===== src/rtl/core/rlps_pkg.sv =====
// ----------------------------------------------------------------------------
// rlps_pkg
// Shared types, codes and helpers of the publish scheduler.
// ----------------------------------------------------------------------------
package rlps_pkg;

    localparam int CMD_W      = 4;
    localparam int CFG_IDX_W  = 3;
    localparam int CFG_DATA_W = 22;

    localparam logic [CMD_W-1:0] CMD_INIT    = 4'd0;
    localparam logic [CMD_W-1:0] CMD_CHANGED = 4'd1;
    localparam logic [CMD_W-1:0] CMD_SNAP    = 4'd2;
    localparam logic [CMD_W-1:0] CMD_DUE     = 4'd3;
    localparam logic [CMD_W-1:0] CMD_ATTEMPT = 4'd4;
    localparam logic [CMD_W-1:0] CMD_SUCCESS = 4'd5;
    localparam logic [CMD_W-1:0] CMD_FAIL    = 4'd6;
    localparam logic [CMD_W-1:0] CMD_SUSPEND = 4'd7;
    localparam logic [CMD_W-1:0] CMD_REPLAY  = 4'd8;

    localparam logic [CFG_IDX_W-1:0] CFG_CAP      = 3'd0;
    localparam logic [CFG_IDX_W-1:0] CFG_REFILL   = 3'd1;
    localparam logic [CFG_IDX_W-1:0] CFG_DEBOUNCE = 3'd2;
    localparam logic [CFG_IDX_W-1:0] CFG_BASE_MS  = 3'd3;
    localparam logic [CFG_IDX_W-1:0] CFG_MAX_MS   = 3'd4;
    localparam logic [CFG_IDX_W-1:0] CFG_RA_MAX   = 3'd5;

    localparam logic [19:0] US_PER_S  = 20'd1000000;
    localparam logic [19:0] US_PER_MS = 20'd1000;
    localparam logic [9:0]  MS_PER_S  = 10'd1000;
    // ceil(2^20 / 10): exact divide by ten for any 17-bit period
    localparam logic [16:0] HB_RECIP  = 17'd104858;

    typedef logic [3:0] t_op;

    localparam t_op OP_NONE      = 4'd0;
    localparam t_op OP_LOAD      = 4'd1;
    localparam t_op OP_REF_CHK   = 4'd2;
    localparam t_op OP_REF_APPLY = 4'd3;
    localparam t_op OP_HB_MOD    = 4'd5;
    localparam t_op OP_HB_PREP   = 4'd6;
    localparam t_op OP_BO_INIT   = 4'd7;
    localparam t_op OP_BO_STEP   = 4'd8;
    localparam t_op OP_BO_MOD    = 4'd9;
    localparam t_op OP_BO_PREP   = 4'd10;
    localparam t_op OP_EXEC      = 4'd11;

    typedef struct packed {
        t_op op;
    } t_dp_cmd;

    typedef struct packed {
        logic [CMD_W-1:0] cmd;
        logic             susp;
        logic             hb_en;
        logic             need_div;
        logic             bo_cont;
        logic             div_done;
        logic             out_busy;
    } t_dp_stat;

    function automatic logic [63:0] sat_add(input logic [63:0] a, input logic [63:0] b);
        logic [64:0] s;
        s = {1'b0, a} + {1'b0, b};
        return s[64] ? {64{1'b1}} : s[63:0];
    endfunction

endpackage


===== src/rtl/core/rlps_ctrl.sv =====
// ----------------------------------------------------------------------------
// rlps_ctrl
// Sequencer: steps each event through the refill, jitter or backoff phases its command needs.
// ----------------------------------------------------------------------------
module rlps_ctrl (
    input  logic               i_clk,
    input  logic               i_rst_n,
    input  logic               i_evt_valid,
    output logic               o_evt_ready,
    input  rlps_pkg::t_dp_stat i_stat,
    output rlps_pkg::t_dp_cmd  o_cmd
);
    import rlps_pkg::*;

    localparam logic [3:0] S_IDLE    = 4'd0;
    localparam logic [3:0] S_DISP    = 4'd1;
    localparam logic [3:0] S_REF     = 4'd2;
    localparam logic [3:0] S_REF_W   = 4'd3;
    localparam logic [3:0] S_HB      = 4'd4;
    localparam logic [3:0] S_HBM_W   = 4'd5;
    localparam logic [3:0] S_BO      = 4'd6;
    localparam logic [3:0] S_BO_STEP = 4'd7;
    localparam logic [3:0] S_BOM_W   = 4'd8;
    localparam logic [3:0] S_EXEC    = 4'd9;

    logic [3:0] r_state, n_state;
    t_op        op;

    always_comb begin
        n_state = r_state;
        op      = OP_NONE;
        case (r_state)
            S_IDLE: begin
                if (i_evt_valid) begin
                    op      = OP_LOAD;
                    n_state = S_DISP;
                end
            end
            S_DISP: begin
                case (i_stat.cmd)
                    CMD_SNAP:    n_state = i_stat.susp ? S_EXEC : S_REF;
                    CMD_DUE:     n_state = S_REF;
                    CMD_ATTEMPT: n_state = S_REF;
                    CMD_SUCCESS: n_state = i_stat.hb_en ? S_HB : S_EXEC;
                    CMD_FAIL:    n_state = S_BO;
                    default:     n_state = S_EXEC;
                endcase
            end
            S_REF: begin
                op      = OP_REF_CHK;
                n_state = i_stat.need_div ? S_REF_W : S_EXEC;
            end
            S_REF_W: begin
                if (i_stat.div_done) begin
                    op      = OP_REF_APPLY;
                    n_state = S_EXEC;
                end
            end
            S_HB: begin
                op      = OP_HB_MOD;
                n_state = S_HBM_W;
            end
            S_HBM_W: begin
                if (i_stat.div_done) begin
                    op      = OP_HB_PREP;
                    n_state = S_EXEC;
                end
            end
            S_BO: begin
                op      = OP_BO_INIT;
                n_state = S_BO_STEP;
            end
            S_BO_STEP: begin
                if (i_stat.bo_cont) begin
                    op = OP_BO_STEP;
                end else begin
                    op      = OP_BO_MOD;
                    n_state = S_BOM_W;
                end
            end
            S_BOM_W: begin
                if (i_stat.div_done) begin
                    op      = OP_BO_PREP;
                    n_state = S_EXEC;
                end
            end
            S_EXEC: begin
                if (!i_stat.out_busy) begin
                    op      = OP_EXEC;
                    n_state = S_IDLE;
                end
            end
            default: n_state = S_IDLE;
        endcase
    end

    always_ff @(posedge i_clk) begin
        if (!i_rst_n) begin
            r_state <= S_IDLE;
        end else begin
            r_state <= n_state;
        end
    end

    assign o_evt_ready = (r_state == S_IDLE);
    assign o_cmd.op    = op;

    a_exec_free: assert property (@(posedge i_clk) disable iff (!i_rst_n)
        (op == OP_EXEC) |-> !i_stat.out_busy)
        else $error("result overwritten while pending");

    a_accept_disp: assert property (@(posedge i_clk) disable iff (!i_rst_n)
        (i_evt_valid && o_evt_ready) |=> (r_state == S_DISP))
        else $error("accepted word not dispatched");

    a_idle_div: assert property (@(posedge i_clk) disable iff (!i_rst_n)
        (r_state == S_IDLE) |-> !i_stat.div_done)
        else $error("divider finished outside a wait phase");
endmodule


===== config.mk =====
export PLATFORM = sky130hd
export DESIGN_NAME = rlps_ctrl
export DESIGN_NICKNAME = d
export VERILOG_FILES = /design/src/rtl/core/rlps_pkg.sv /design/src/rtl/core/rlps_ctrl.sv
export SDC_FILE = /design/constraint.sdc
export NUM_CORES = 1
export LEC_CHECK = 0
export BUFFER_PORTS_ARGS = -buffer_cell sky130_fd_sc_hd__buf_2
export CAP_MARGIN = 5
export CORE_AREA = 2 2 39 41
export DETAILED_ROUTE_END_ITERATION = 10
export DIE_AREA = 0 0 41 43
export PLACE_DENSITY = 0.69
export SLEW_MARGIN = 20
export SYNTH_ARGS = -nofsm -noshare
export SYNTH_HDL_FRONTEND = slang
export SYNTH_SLANG_ARGS = --single-unit

===== constraint.sdc =====
create_clock -name i_clk -period 4.2 [get_ports i_clk]
set_input_delay 0.21 -clock i_clk [delete_from_list [all_inputs] [get_ports i_clk]]
set_output_delay 0.21 -clock i_clk [all_outputs]
set_load 0.005 [all_outputs]

# After elaboration in Yosys (flattened, before gate mapping)

Index checks and enable logic that the tools add are counted.

Output and inout port bits: 5
Input bits: 13
Register bits: 4

Eq/ne operators: 18
Reduce and logical (&&, ||, !) cells: 4
Multiplexer cells: 16

Operators with widths:

| operator             | count |
|---|---|
| $mux W4              | 9 |
| $pmux W4 S9          | 1 |
| $pmux W4 S8          | 1 |
| $eq A4 B3 Y1 const B | 7 |
| $eq A4 B2 Y1 const B | 4 |
| $pmux W4 S4          | 1 |
| $eq A4 B4 Y1 const B | 2 |
| $ne A2 B2 Y1 const B | 3 |
| $eq A4 B1 Y1 const B | 1 |
| $logic_not A4 Y1     | 1 |
| $reduce_and A4 Y1    | 1 |
| $mux W3              | 1 |
| $reduce_or A3 Y1     | 1 |
| $mux W1              | 2 |
| $mux W2              | 1 |
| $ne A2 B1 Y1 const B | 1 |
| $reduce_or A2 Y1     | 1 |

# Longest topological paths before layout

Gate-level depths: netlist of the first run.

Depth in word-level cells: 4
Mapped depth: 6
Depth with buffers taken out: 4

# Least setup slack after synthesis of the first run

No wires, ideal clock.

Kind: register -> register
From: register r_state[2]
To: register r_state[1]
Cell stages (with the launch flop): 6
Path buffers: 1
Required time: 4.085 ns
Arrival: 1.199 ns
Path slack: 2.887 ns
Cells stage by stage: dfxtp_1 buf_6 and4b_1 o21a_1 o31a_1 o21a_1

Word-level cells in the longest chain between the ends: 4

RTL lines:

| element                              | RTL line         | text |
|---|---|---|
| start, declared                      | rlps_ctrl.sv:26  | `logic [3:0] r_state, n_state;` |
| start signal, assigned               | rlps_ctrl.sv:101 | `r_state <= n_state;` |
| $eq A4 B4 Y1 (tied with other cells) | rlps_ctrl.sv:32  | `case (r_state)` |
| $reduce_or A3 Y1 (no line)           | --               |  |
| $ne A2 B1 Y1 (no line)               | --               |  |
| $reduce_and A4 Y1 (no line)          | --               |  |

Parallel ways exist; a longest one is shown, timed or not.
A chain may end at the register's enable or synchronous reset.

==> results of run 1 <==
## metal layers
metal,up-vias,track usage [%],wire length [um],part of all wire (%)
met5,-,0,0,0
met4,0,6.00,0,0
met3,0,1.57,56,4.3
met2,14,26.3,621,48
met1,261,21.5,620,48
li1,306,-,-,-
## metrics by stage
stage	setup slack, ns	total power (uW)	cell area, um^2
after floorplan	2.89	111	573
after global placement	2.47	131	632
after detailed placement	2.45	131	632
after CTS	2.28	179	654
after global routing	2.17	194	654
final	2.28	178	654
## worst max-delay path, delay by kind of cell (launching register included)
kind | cells | cell delay, ns
flip-flops | 1 | 0.77
AO/OA/AOI/OAI | 3 | 0.38
AND/OR/NAND/NOR | 1 | 0.19
buffers and inverters | 1 | 0.14
## layout make-up
type	count	area (um^2)	area share [%]
Timing Repair Buffer	17	85.1	13.0
Sequential cell	4	80.1	12.2
Clock buffer	3	22.5	3.44
Multi-Input combinational cell	60	432	66.0
Tap cell	16	20.0	3.06
Inverter	4	15.0	2.29
## logic make-up (layout without fill, tap and decap cells)
| group | Yosys count | count (layout) |
|---|---|---|
| AO/OA/AOI/OAI | 31 | 31 |
| XOR/XNOR | 1 | 1 |
| buffers and inverters | 10 | 24 |
| AND/OR/NAND/NOR | 25 | 25 |
| multiplexers | 3 | 3 |
| flip-flops | 4 | 4 |
## worst min-delay path by stage
stage / from / to / depth (start not counted)
final: i_rst_n / r_state[3] / 3
after global routing: i_rst_n / r_state[3] / 3
after CTS: i_rst_n / r_state[3] / 3
after detailed placement: i_rst_n / r_state[3] / 3
after global placement: i_rst_n / r_state[3] / 3
after floorplan: i_rst_n / r_state[3] / 2
## placed cells by master, fill, tap and decap left out, drive strengths merged
| master | synthesis | layout |
|---|---|---|
| dfxtp | 4 | 4 |
| a211oi | 1 | 1 |
| mux2i | 3 | 3 |
| nand2b | 5 | 5 |
| o31a | 1 | 1 |
| inv | 4 | 4 |
| clkbuf | 0 | 3 |
| a32o | 1 | 1 |
| o21ai | 8 | 8 |
| nor4bb | 1 | 1 |
| nor4 | 1 | 1 |
| nor3b | 1 | 1 |
| o21ba | 1 | 1 |
| a2111oi | 1 | 1 |
| o21a | 2 | 2 |
| buf | 5 | 17 |
| xor2 | 1 | 1 |
| nor4b | 2 | 2 |
| nor2b | 2 | 2 |
| nand2 | 4 | 4 |
| nor2 | 4 | 4 |
| o221ai | 1 | 1 |
| and4b | 2 | 2 |
| a21oi | 8 | 8 |
| o21bai | 2 | 2 |
| nor3 | 1 | 1 |
| o41ai | 2 | 2 |
| a31oi | 2 | 2 |
| nand3 | 2 | 2 |
| a2bb2oi | 1 | 1 |
## report_power, final
group	switching [uW]	internal, uW	total [uW]
Sequential	20.1	42.6	62.6
Combinational	29.6	38.6	68.2
Clock	15.1	31.9	47.0
Total	64.8	113	178
==> metrics.yaml, run 1 <==
status: "completed"
synth_xor_area_share_pct: 1.53
rows: 14
drt_wl_total_mm: 1.30
ir_drop_v: 0.0000874
worstPathCellList: "nand2b_1 -> a21oi_1 -> o21ba_1 -> o21ai_1 -> buf_2"
vias: 581
synth_area_leader_cell: "dfxtp_1"
hold_path.class: "input pin to flop"
cts_num_sinks: 4
top_register: "r_state"
end_kind: "output pin"
async_flop_share_pct: 0
max_slew_margin_pct: 52.7
die_x_um: 41
synthMuxAreaShare_pct: 5.24
worstMarginPinSlew_ns: 0.708
setup_tns_ns: 0
final_cells: 104
synth_adder_area_share_pct: 0
slew_violations: 0
fin_crit_ns: 1.92
hold_ws_ns: 0.243
drc: 0
postCtsResizedCells: 0
h-tree-depth: 1
grt_pass1_vias: 513
cp-endpoint: "o_cmd[1]"
synth_top_family_by_area: "compound AO/OA/AOI/OAI gates"
critPathLaunchType: "flop"
synth_area_um2: 573
p_leak_uw: 0.000265
gp_congestion: 0.788
insertedDiodeCount: 0
syn_nets: 87
finalCritPeriodShare_pct: 45.8
synth_top_area_share_pct: 14.0
largest_register_ff_count: 4
yosysMostFrequentCell: "a21oi_1"
via_per_inst: 5.59
worstPathMaxFanout: 19
area_delta_synth_final_pct: 14.2
wl_per_cell_um: 12.5
syn_area_per_cell_um2: 7.74
ys.flop_type: "dfxtp_1"
drv_cap: 0
rsz0062_at_grt: "no"
ant_nets: 0
num-nets-final: 103
ys.warnings.count: 0
synth-compound-area-share_pct: 38.6
startpoint: "r_state[2]"
ioPinCount: 18
grt_max_degree: 20
cts.clk_slew.worst_paths_ns: 0.04
synth_seq_cells: 4
cts_tree: "built"
synthTopCellsByArea: "dfxtp_1 (14%), a21oi_1 (7.0%), nand2b_1 (5.5%), mux2i_1 (5.2%), a2111oi_4 (4.8%)"
die_y_um: 43
crit_slowest_cell: "dfxtp_1"
drtIter0Drc: 8
arrival_ns: 1.71
num-fill-cells: 150
ff2ff_path_depth: 4
critical-path-max-stage-delay_ns: 0.77
fmax_ghz: 0.520
dp_hpwl_um: 953
rrSetupSlack_ns: 2.46
setup_viol: 0
grt_pass1_wl_mm: 2.08
rr_endpoint: "r_state[1]"
synth_cells: 74
crit_type: "flop to output pin"
drive_above_1_share_pct: 29.5
synthSimpleGateAreaFrac_pct: 29.9
rr_startpoint: "r_state[2]"
first_pass_iters: 3
hold_violations: 0
yosys-top-cells-count: "a21oi_1 (8), nand2b_1 (5), o21ai_0 (5)"
start_util_pct: 41.4
ys_seq_area_share_pct: 14.0
power_density_mw_per_mm2: 272
portBuffers: 17
clock_path_buffers: 2
grt_usage_pct: 16.3
clock_latency_ns: 0.23
synth_edf_count: 0
grt_remaining_overflow: 0
cts_root_buffer: "clkbuf_4"
yosysUniqueCellTypes: 36
numCtsBuffers: 3
die_area_mm2: 0.00176
antenna_found_initial: 0
post-route-util_pct: 47.3
reg_top3: "r_state x4"
post_cts_buffers: 0
placedCellCount: 101
coreArea_mm2: 0.00138
required_ns: 3.99
cts_hold_buf: 0
skew_ns: 0.00252
Note: power is estimated with default switching activity, not from simulation.
==> inputs of run 2 (changes only) <==
--- a/config.mk
+++ b/config.mk
@@ -7,10 +7,9 @@
 export LEC_CHECK = 0
 export BUFFER_PORTS_ARGS = -buffer_cell sky130_fd_sc_hd__buf_2
 export CAP_MARGIN = 5
-export CORE_AREA = 2 2 39 41
+export CORE_UTILIZATION = 44
 export DETAILED_ROUTE_END_ITERATION = 10
-export DIE_AREA = 0 0 41 43
-export PLACE_DENSITY = 0.69
+export PLACE_DENSITY = 0.73
 export SLEW_MARGIN = 20
 export SYNTH_ARGS = -nofsm -noshare
 export SYNTH_HDL_FRONTEND = slang
==> constraint.sdc (replaced) <==
create_clock -name i_clk -period 1.6 [get_ports i_clk]
set_input_delay 0.08 -clock i_clk [delete_from_list [all_inputs] [get_ports i_clk]]
set_output_delay 0.08 -clock i_clk [all_outputs]
set_load 0.005 [all_outputs]
==> metrics.yaml, run 2 (same netlist as run 1, synthesis figures left out) <==
status: "completed"
critPathTopFamily: "compound AO/OA/AOI/OAI gates"
setup_tns_ns: 0  # unchanged
rr_startpoint: "r_state[3]"
coreArea_mm2: 0.00116  # -16%
ioPinCount: 18  # unchanged
crit_type: "flop to output pin"
worstPathMaxFanout: 12  # -7
drc: 0  # unchanged
clock_latency_ns: 0.25  # +0.02 ns
h-tree-depth: 1  # unchanged
post-route-util_pct: 62.3  # +15 points
rsz0062_at_grt: "no"
drv_cap: 0  # unchanged
start_util_pct: 49.6  # +8.2 points
layout.area.seq_um2: 82.6  # +3.1%
antenna_found_initial: 0  # unchanged
top_register: "r_state"
cts_num_sinks: 4  # unchanged
fin_ws_ns: 0.0858  # -2.19 ns
drtIter0Drc: 9  # +1
multi_input_area_um2: 438  # +1.4%
final_cells: 109  # +4.8%
reg_top3: "r_state x4"
numCtsBuffers: 3  # unchanged
fmax_ghz: 0.660
post_cts_buffers: 0  # unchanged
gp_congestion: 0.812  # +3.1%
grt_usage_pct: 21.1  # +4.8 points
postCtsResizedCells: 2  # +2
grt_pass1_vias: 481  # -6.2%
num-nets-final: 110  # +6.8%
cts.clk_slew.worst_paths_ns: 0.04  # about the same
die_area_mm2: 0.00145  # -18%
setup_viol: 0  # unchanged
cp-endpoint: "o_cmd[1]"
cts_tree: "built"
slew_violations: 0  # unchanged
first_pass_iters: 4  # +1
largest_register_ff_count: 4  # unchanged
wl_per_cell_um: 13.0  # +3.9%
insertedDiodeCount: 0  # unchanged
end_kind: "output pin"
path_depth: 6  # +1
startpoint: "r_state[2]"
ir_drop_v: 0.000371  # +320%
arrival_ns: 1.43  # -0.28 ns
worstPathCellList: "buf_6 -> nand2b_1 -> a21oi_2 -> o21ba_1 -> o21ai_1 -> buf_2"
drive_above_1_share_pct: 38.9  # +9.4 points
p_leak_uw: 0.000304  # +14%
drt_wl_total_mm: 1.41  # +8.9%
finalCritPeriodShare_pct: 94.6
crit_slowest_cell: "dfxtp_2"
via_per_inst: 5.72  # +2.5%
final_common_cell: "buf_2"
rows: 12  # -2
ant_nets: 0  # unchanged
die_y_um: 38.1  # -11%
clock_path_buffers: 2  # unchanged
grt_remaining_overflow: 0  # unchanged
cts_root_buffer: "clkbuf_4"
critPathLaunchType: "flop"
dp_hpwl_mm: 1.07  # +12%
post-place-ws_ns: 0.107  # -2.35 ns
vias: 624  # +7.4%
placedCellCount: 106  # +5.0%
ff2ff_path_depth: 5  # +1
hold_violations: 0  # unchanged
portBuffers: 17  # unchanged
die_x_um: 38.1  # -7.1%
hold_ws_ns: 0.114  # -0.130 ns
final_cell_mix: "buf_2 (17), a21oi_1 (7), nand2b_1 (5), o21ai_0 (5), buf_4 (5)"
critical-path-max-stage-delay_ns: 0.35  # -0.42 ns
fin_crit_ns: 1.51
required_ns: 1.52  # -2.47 ns
rrSetupSlack_ns: 0.11  # -2.35 ns
area_delta_synth_final_pct: 25.8
power_density_mw_per_mm2: 710  # +160%
worstMarginPinSlew_ns: 0.460  # -0.248 ns
cp_num_buf_inv: 2  # +1
grt_max_degree: 16  # -20%
hold_path.class: "input pin to flop"
grt_pass1_wl_mm: 2.08  # -0.34%
cts_hold_buf: 0  # unchanged
skew_ns: 0.00928  # +0.00675 ns
max_slew_margin_pct: 68.9  # +16 points
rr_endpoint: "r_state[0]"
num-fill-cells: 99  # -34%
## run 2: cell count changes in the layout (fill, tap and decap cells not counted), moves of 2 or more
cell | before | now
buf_6 | 0 | 2
buf_4 | 0 | 5
dfxtp_1 | 4 | 2
dfxtp_2 | 0 | 2
## run 2: layer usage
layer | track usage [%] | wire (um) | up-vias
met5 | 0 | 0 | -
met4 | 8.04 | 14 | 0
met3 | 6.98 | 44 | 2
met2 | 30.9 | 617 | 10
met1 | 28.3 | 736 | 283
li1 | - | - | 329
## run 2: power breakdown
part           switching (uW)  internal [uW]  leakage (uW)
Clock                    49.4           84.4     0.0000138
Combinational             127            125      0.000256
Sequential               13.5            112     0.0000337
Total                     190            322      0.000304
## run 2: how the worst min path moves through the flow
| stage | start | endpoint | slack, ns | cells after the start |
|---|---|---|---|---|
| floorplan | i_rst_n | r_state[3] | 0.19 | 2 |
| global placement | i_rst_n | r_state[3] | 0.35 | 3 |
| detailed placement | i_rst_n | r_state[3] | 0.35 | 3 |
| CTS | i_rst_n | r_state[3] | 0.10 | 3 |
| global route | i_rst_n | r_state[3] | 0.10 | 3 |
| finish | i_rst_n | r_state[1] | 0.11 | 2 |
## run 2: worst register-to-register path, stage by stage, from the launching register on
cell	delay (ns)
dfxtp_1	0.32
buf_4	0.20
nand2b_1	0.17
nor4b_1	0.42
a21oi_1	0.09
a31oi_1	0.21
## run 2: per-stage QoR
| step | power (uW) | instance area (um^2) |
|---|---|---|
| floorplan | 292 | 573 |
| global placement | 371 | 682 |
| detailed placement | 372 | 682 |
| CTS | 511 | 709 |
| global route | 546 | 721 |
| finish | 512 | 721 |
## run 2: area by class of cell
class | instances | share of cell area [%]
Multi-Input combinational cell | 60 | 60.8
Timing Repair Buffer | 24 | 20.1
Sequential cell | 4 | 11.5
Clock buffer | 3 | 3.13
Tap cell | 14 | 2.43
Inverter | 4 | 2.08
==> inputs of run 3 (changes only) <==
--- a/config.mk
+++ b/config.mk
@@ -9,7 +9,7 @@
 export CAP_MARGIN = 5
 export CORE_UTILIZATION = 44
 export DETAILED_ROUTE_END_ITERATION = 10
-export PLACE_DENSITY = 0.73
+export PLACE_DENSITY_LB_ADDON = 0.3
 export SLEW_MARGIN = 20
 export SYNTH_ARGS = -nofsm -noshare
 export SYNTH_HDL_FRONTEND = slang
==> metrics.yaml, run 3 (same netlist as run 1, synthesis figures left out) <==
final_cells: 108  # -0.92%
reg_top3: "r_state x4"
end_kind: "output pin"
num-fill-cells: 115  # +16%
fin_crit_ns: 1.49  # -0.0290 ns
clock_latency_ns: 0.24  # about the same
final_common_cell: "buf_2"
insertedDiodeCount: 0  # unchanged
grt_max_degree: 12  # -4
area_delta_synth_final_pct: 25.1
portBuffers: 17  # unchanged
worstMarginPinSlew_ns: 0.449  # -0.0107 ns
start_util_pct: 49.6  # unchanged
wl_per_cell_um: 13.0  # +0.14%
cp_num_buf_inv: 2  # unchanged
dp_hpwl_mm: 1.13  # +5.7%
grt_pass1_vias: 538  # +12%
ioPinCount: 18  # unchanged
post_cts_buffers: 0  # unchanged
drtIter0Drc: 11  # +2
h-tree-depth: 1  # unchanged
post-route-util_pct: 62.0  # -0.32 points
drt_wl_total_mm: 1.40  # -0.78%
crit_type: "flop to output pin"
p_leak_uw: 0.000300  # -1.2%
first_pass_iters: 4  # unchanged
cts_root_buffer: "clkbuf_4"
arrival_ns: 1.41  # -0.02 ns
via_per_inst: 5.72  # about the same
cts_num_sinks: 4  # unchanged
rsz0062_at_grt: "yes"
status: "completed"
finalCritPeriodShare_pct: 92.8  # -1.8 points
ir_drop_v: 0.000504  # +36%
worstPathCellList: "buf_6 -> nand2b_1 -> a21oi_2 -> o21ba_1 -> o21ai_1 -> buf_2"
vias: 618  # -0.96%
die_x_um: 38.1  # unchanged
ant_nets: 0  # unchanged
drc: 0  # unchanged
die_y_um: 38.1  # unchanged
fmax_ghz: 0.673  # +2.0%
cts_tree: "built"
drv_cap: 0  # unchanged
hold_path.class: "input pin to flop"
grt_pass1_wl_mm: 2.29  # +10%
coreArea_mm2: 0.00116  # unchanged
skew_ns: 0.00468  # -0.00460 ns
critPathTopFamily: "compound AO/OA/AOI/OAI gates"
hold_violations: 0  # unchanged
required_ns: 1.52  # about the same
antenna_found_initial: 0  # unchanged
cts.clk_slew.worst_paths_ns: 0.04  # about the same
setup_viol: 0  # unchanged
largest_register_ff_count: 4  # unchanged
layout.area.seq_um2: 90.1  # +9.1%
num-nets-final: 109  # -0.91%
die_area_mm2: 0.00145  # unchanged
max_slew_margin_pct: 69.6  # +0.73 points
clock_path_buffers: 2  # unchanged
worstPathMaxFanout: 10  # -2
grt_remaining_overflow: 0  # unchanged
gp_congestion: 0.746  # -8.1%
multi_input_area_um2: 438  # unchanged
final_cell_mix: "buf_2 (17), a21oi_1 (7), nand2b_1 (5), buf_4 (5)"
top_register: "r_state"
grt_usage_pct: 22.1  # +0.93 points
power_density_mw_per_mm2: 697  # -1.8%
critical-path-max-stage-delay_ns: 0.36  # about the same
placedCellCount: 105  # -0.94%
slew_violations: 0  # unchanged
critPathLaunchType: "flop"
rows: 12  # unchanged
crit_slowest_cell: "dfxtp_4"
drive_above_1_share_pct: 40.4  # +1.5 points
numCtsBuffers: 3  # unchanged
-- run 3: changes by cell type in the layout (fill, tap and decap cells not counted) --
cell and change:
buf_6 -1, dfxtp_1 -2, dfxtp_4 +2, o21ai_0 -1
o21ai_1 +1
-- run 3: what timing repair did --
| action | 4_1_cts | 5_1_grt |
|---|---|---|
| gates resized for setup | 2 | 8 |
| setup endpoints to repair | 1 | 3 |
| pin swaps | 0 | 1 |
| hold buffers | 0 | 0 |
-- run 3: metrics by stage --
stage	instance area (um^2)	power, uW	setup WS (ns)	setup TNS, ns	hold WS (ns)
6_report	717	500	0.115	0	0.107
5_1_grt	717	543	-0.0239	-0.0239	0.111
4_1_cts	699	502	0.0186	0	0.100
3_5_place_dp	674	371	0.143	0	0.352
3_3_place_gp	674	367	0.153	0	0.350
2_1_floorplan	573	292	0.287	0	0.194
-- run 3: path summary, 6_finish.rpt --
kind                            startpoint         end  slack [ns]  cells after the start
worst min-delay path               i_rst_n  r_state[3]        0.11                      3
worst min register to register  r_state[0]  r_state[3]        0.55                      2
worst max-delay path            r_state[2]    o_cmd[1]        0.11                      6
worst max register to register  r_state[1]  r_state[0]        0.21                      4
-- run 3: power by group --
| part | switching, uW | internal (uW) | total [uW] |
|---|---|---|---|
| clock | 41.9 | 84.0 | 126 |
| combinational | 118 | 123 | 242 |
| sequential | 20.2 | 112 | 132 |
-- run 3: area by class of cell --
cell class / count / area share [%]
Timing Repair Buffer: 23 / 18.7
Clock buffer: 3 / 3.14
Multi-Input combinational cell: 60 / 61.1
Sequential cell: 4 / 12.6
Inverter: 4 / 2.09
Tap cell: 14 / 2.44
-- run 3: worst reg2reg max path: stages, from the launching register on --
cell and delay (ns):
dfxtp_4 0.37, and4b_1 0.22, o21a_1 0.20, o41ai_1 0.39, a31oi_1 0.09
-- run 3: layer usage --
metal  track usage [%]  vias up  wire, um
met5                 0        -         0
met4              5.36        0         8
met3              3.49        2        43
met2              34.3       14       657
met1              31.4      277       693
li1                  -      325         -
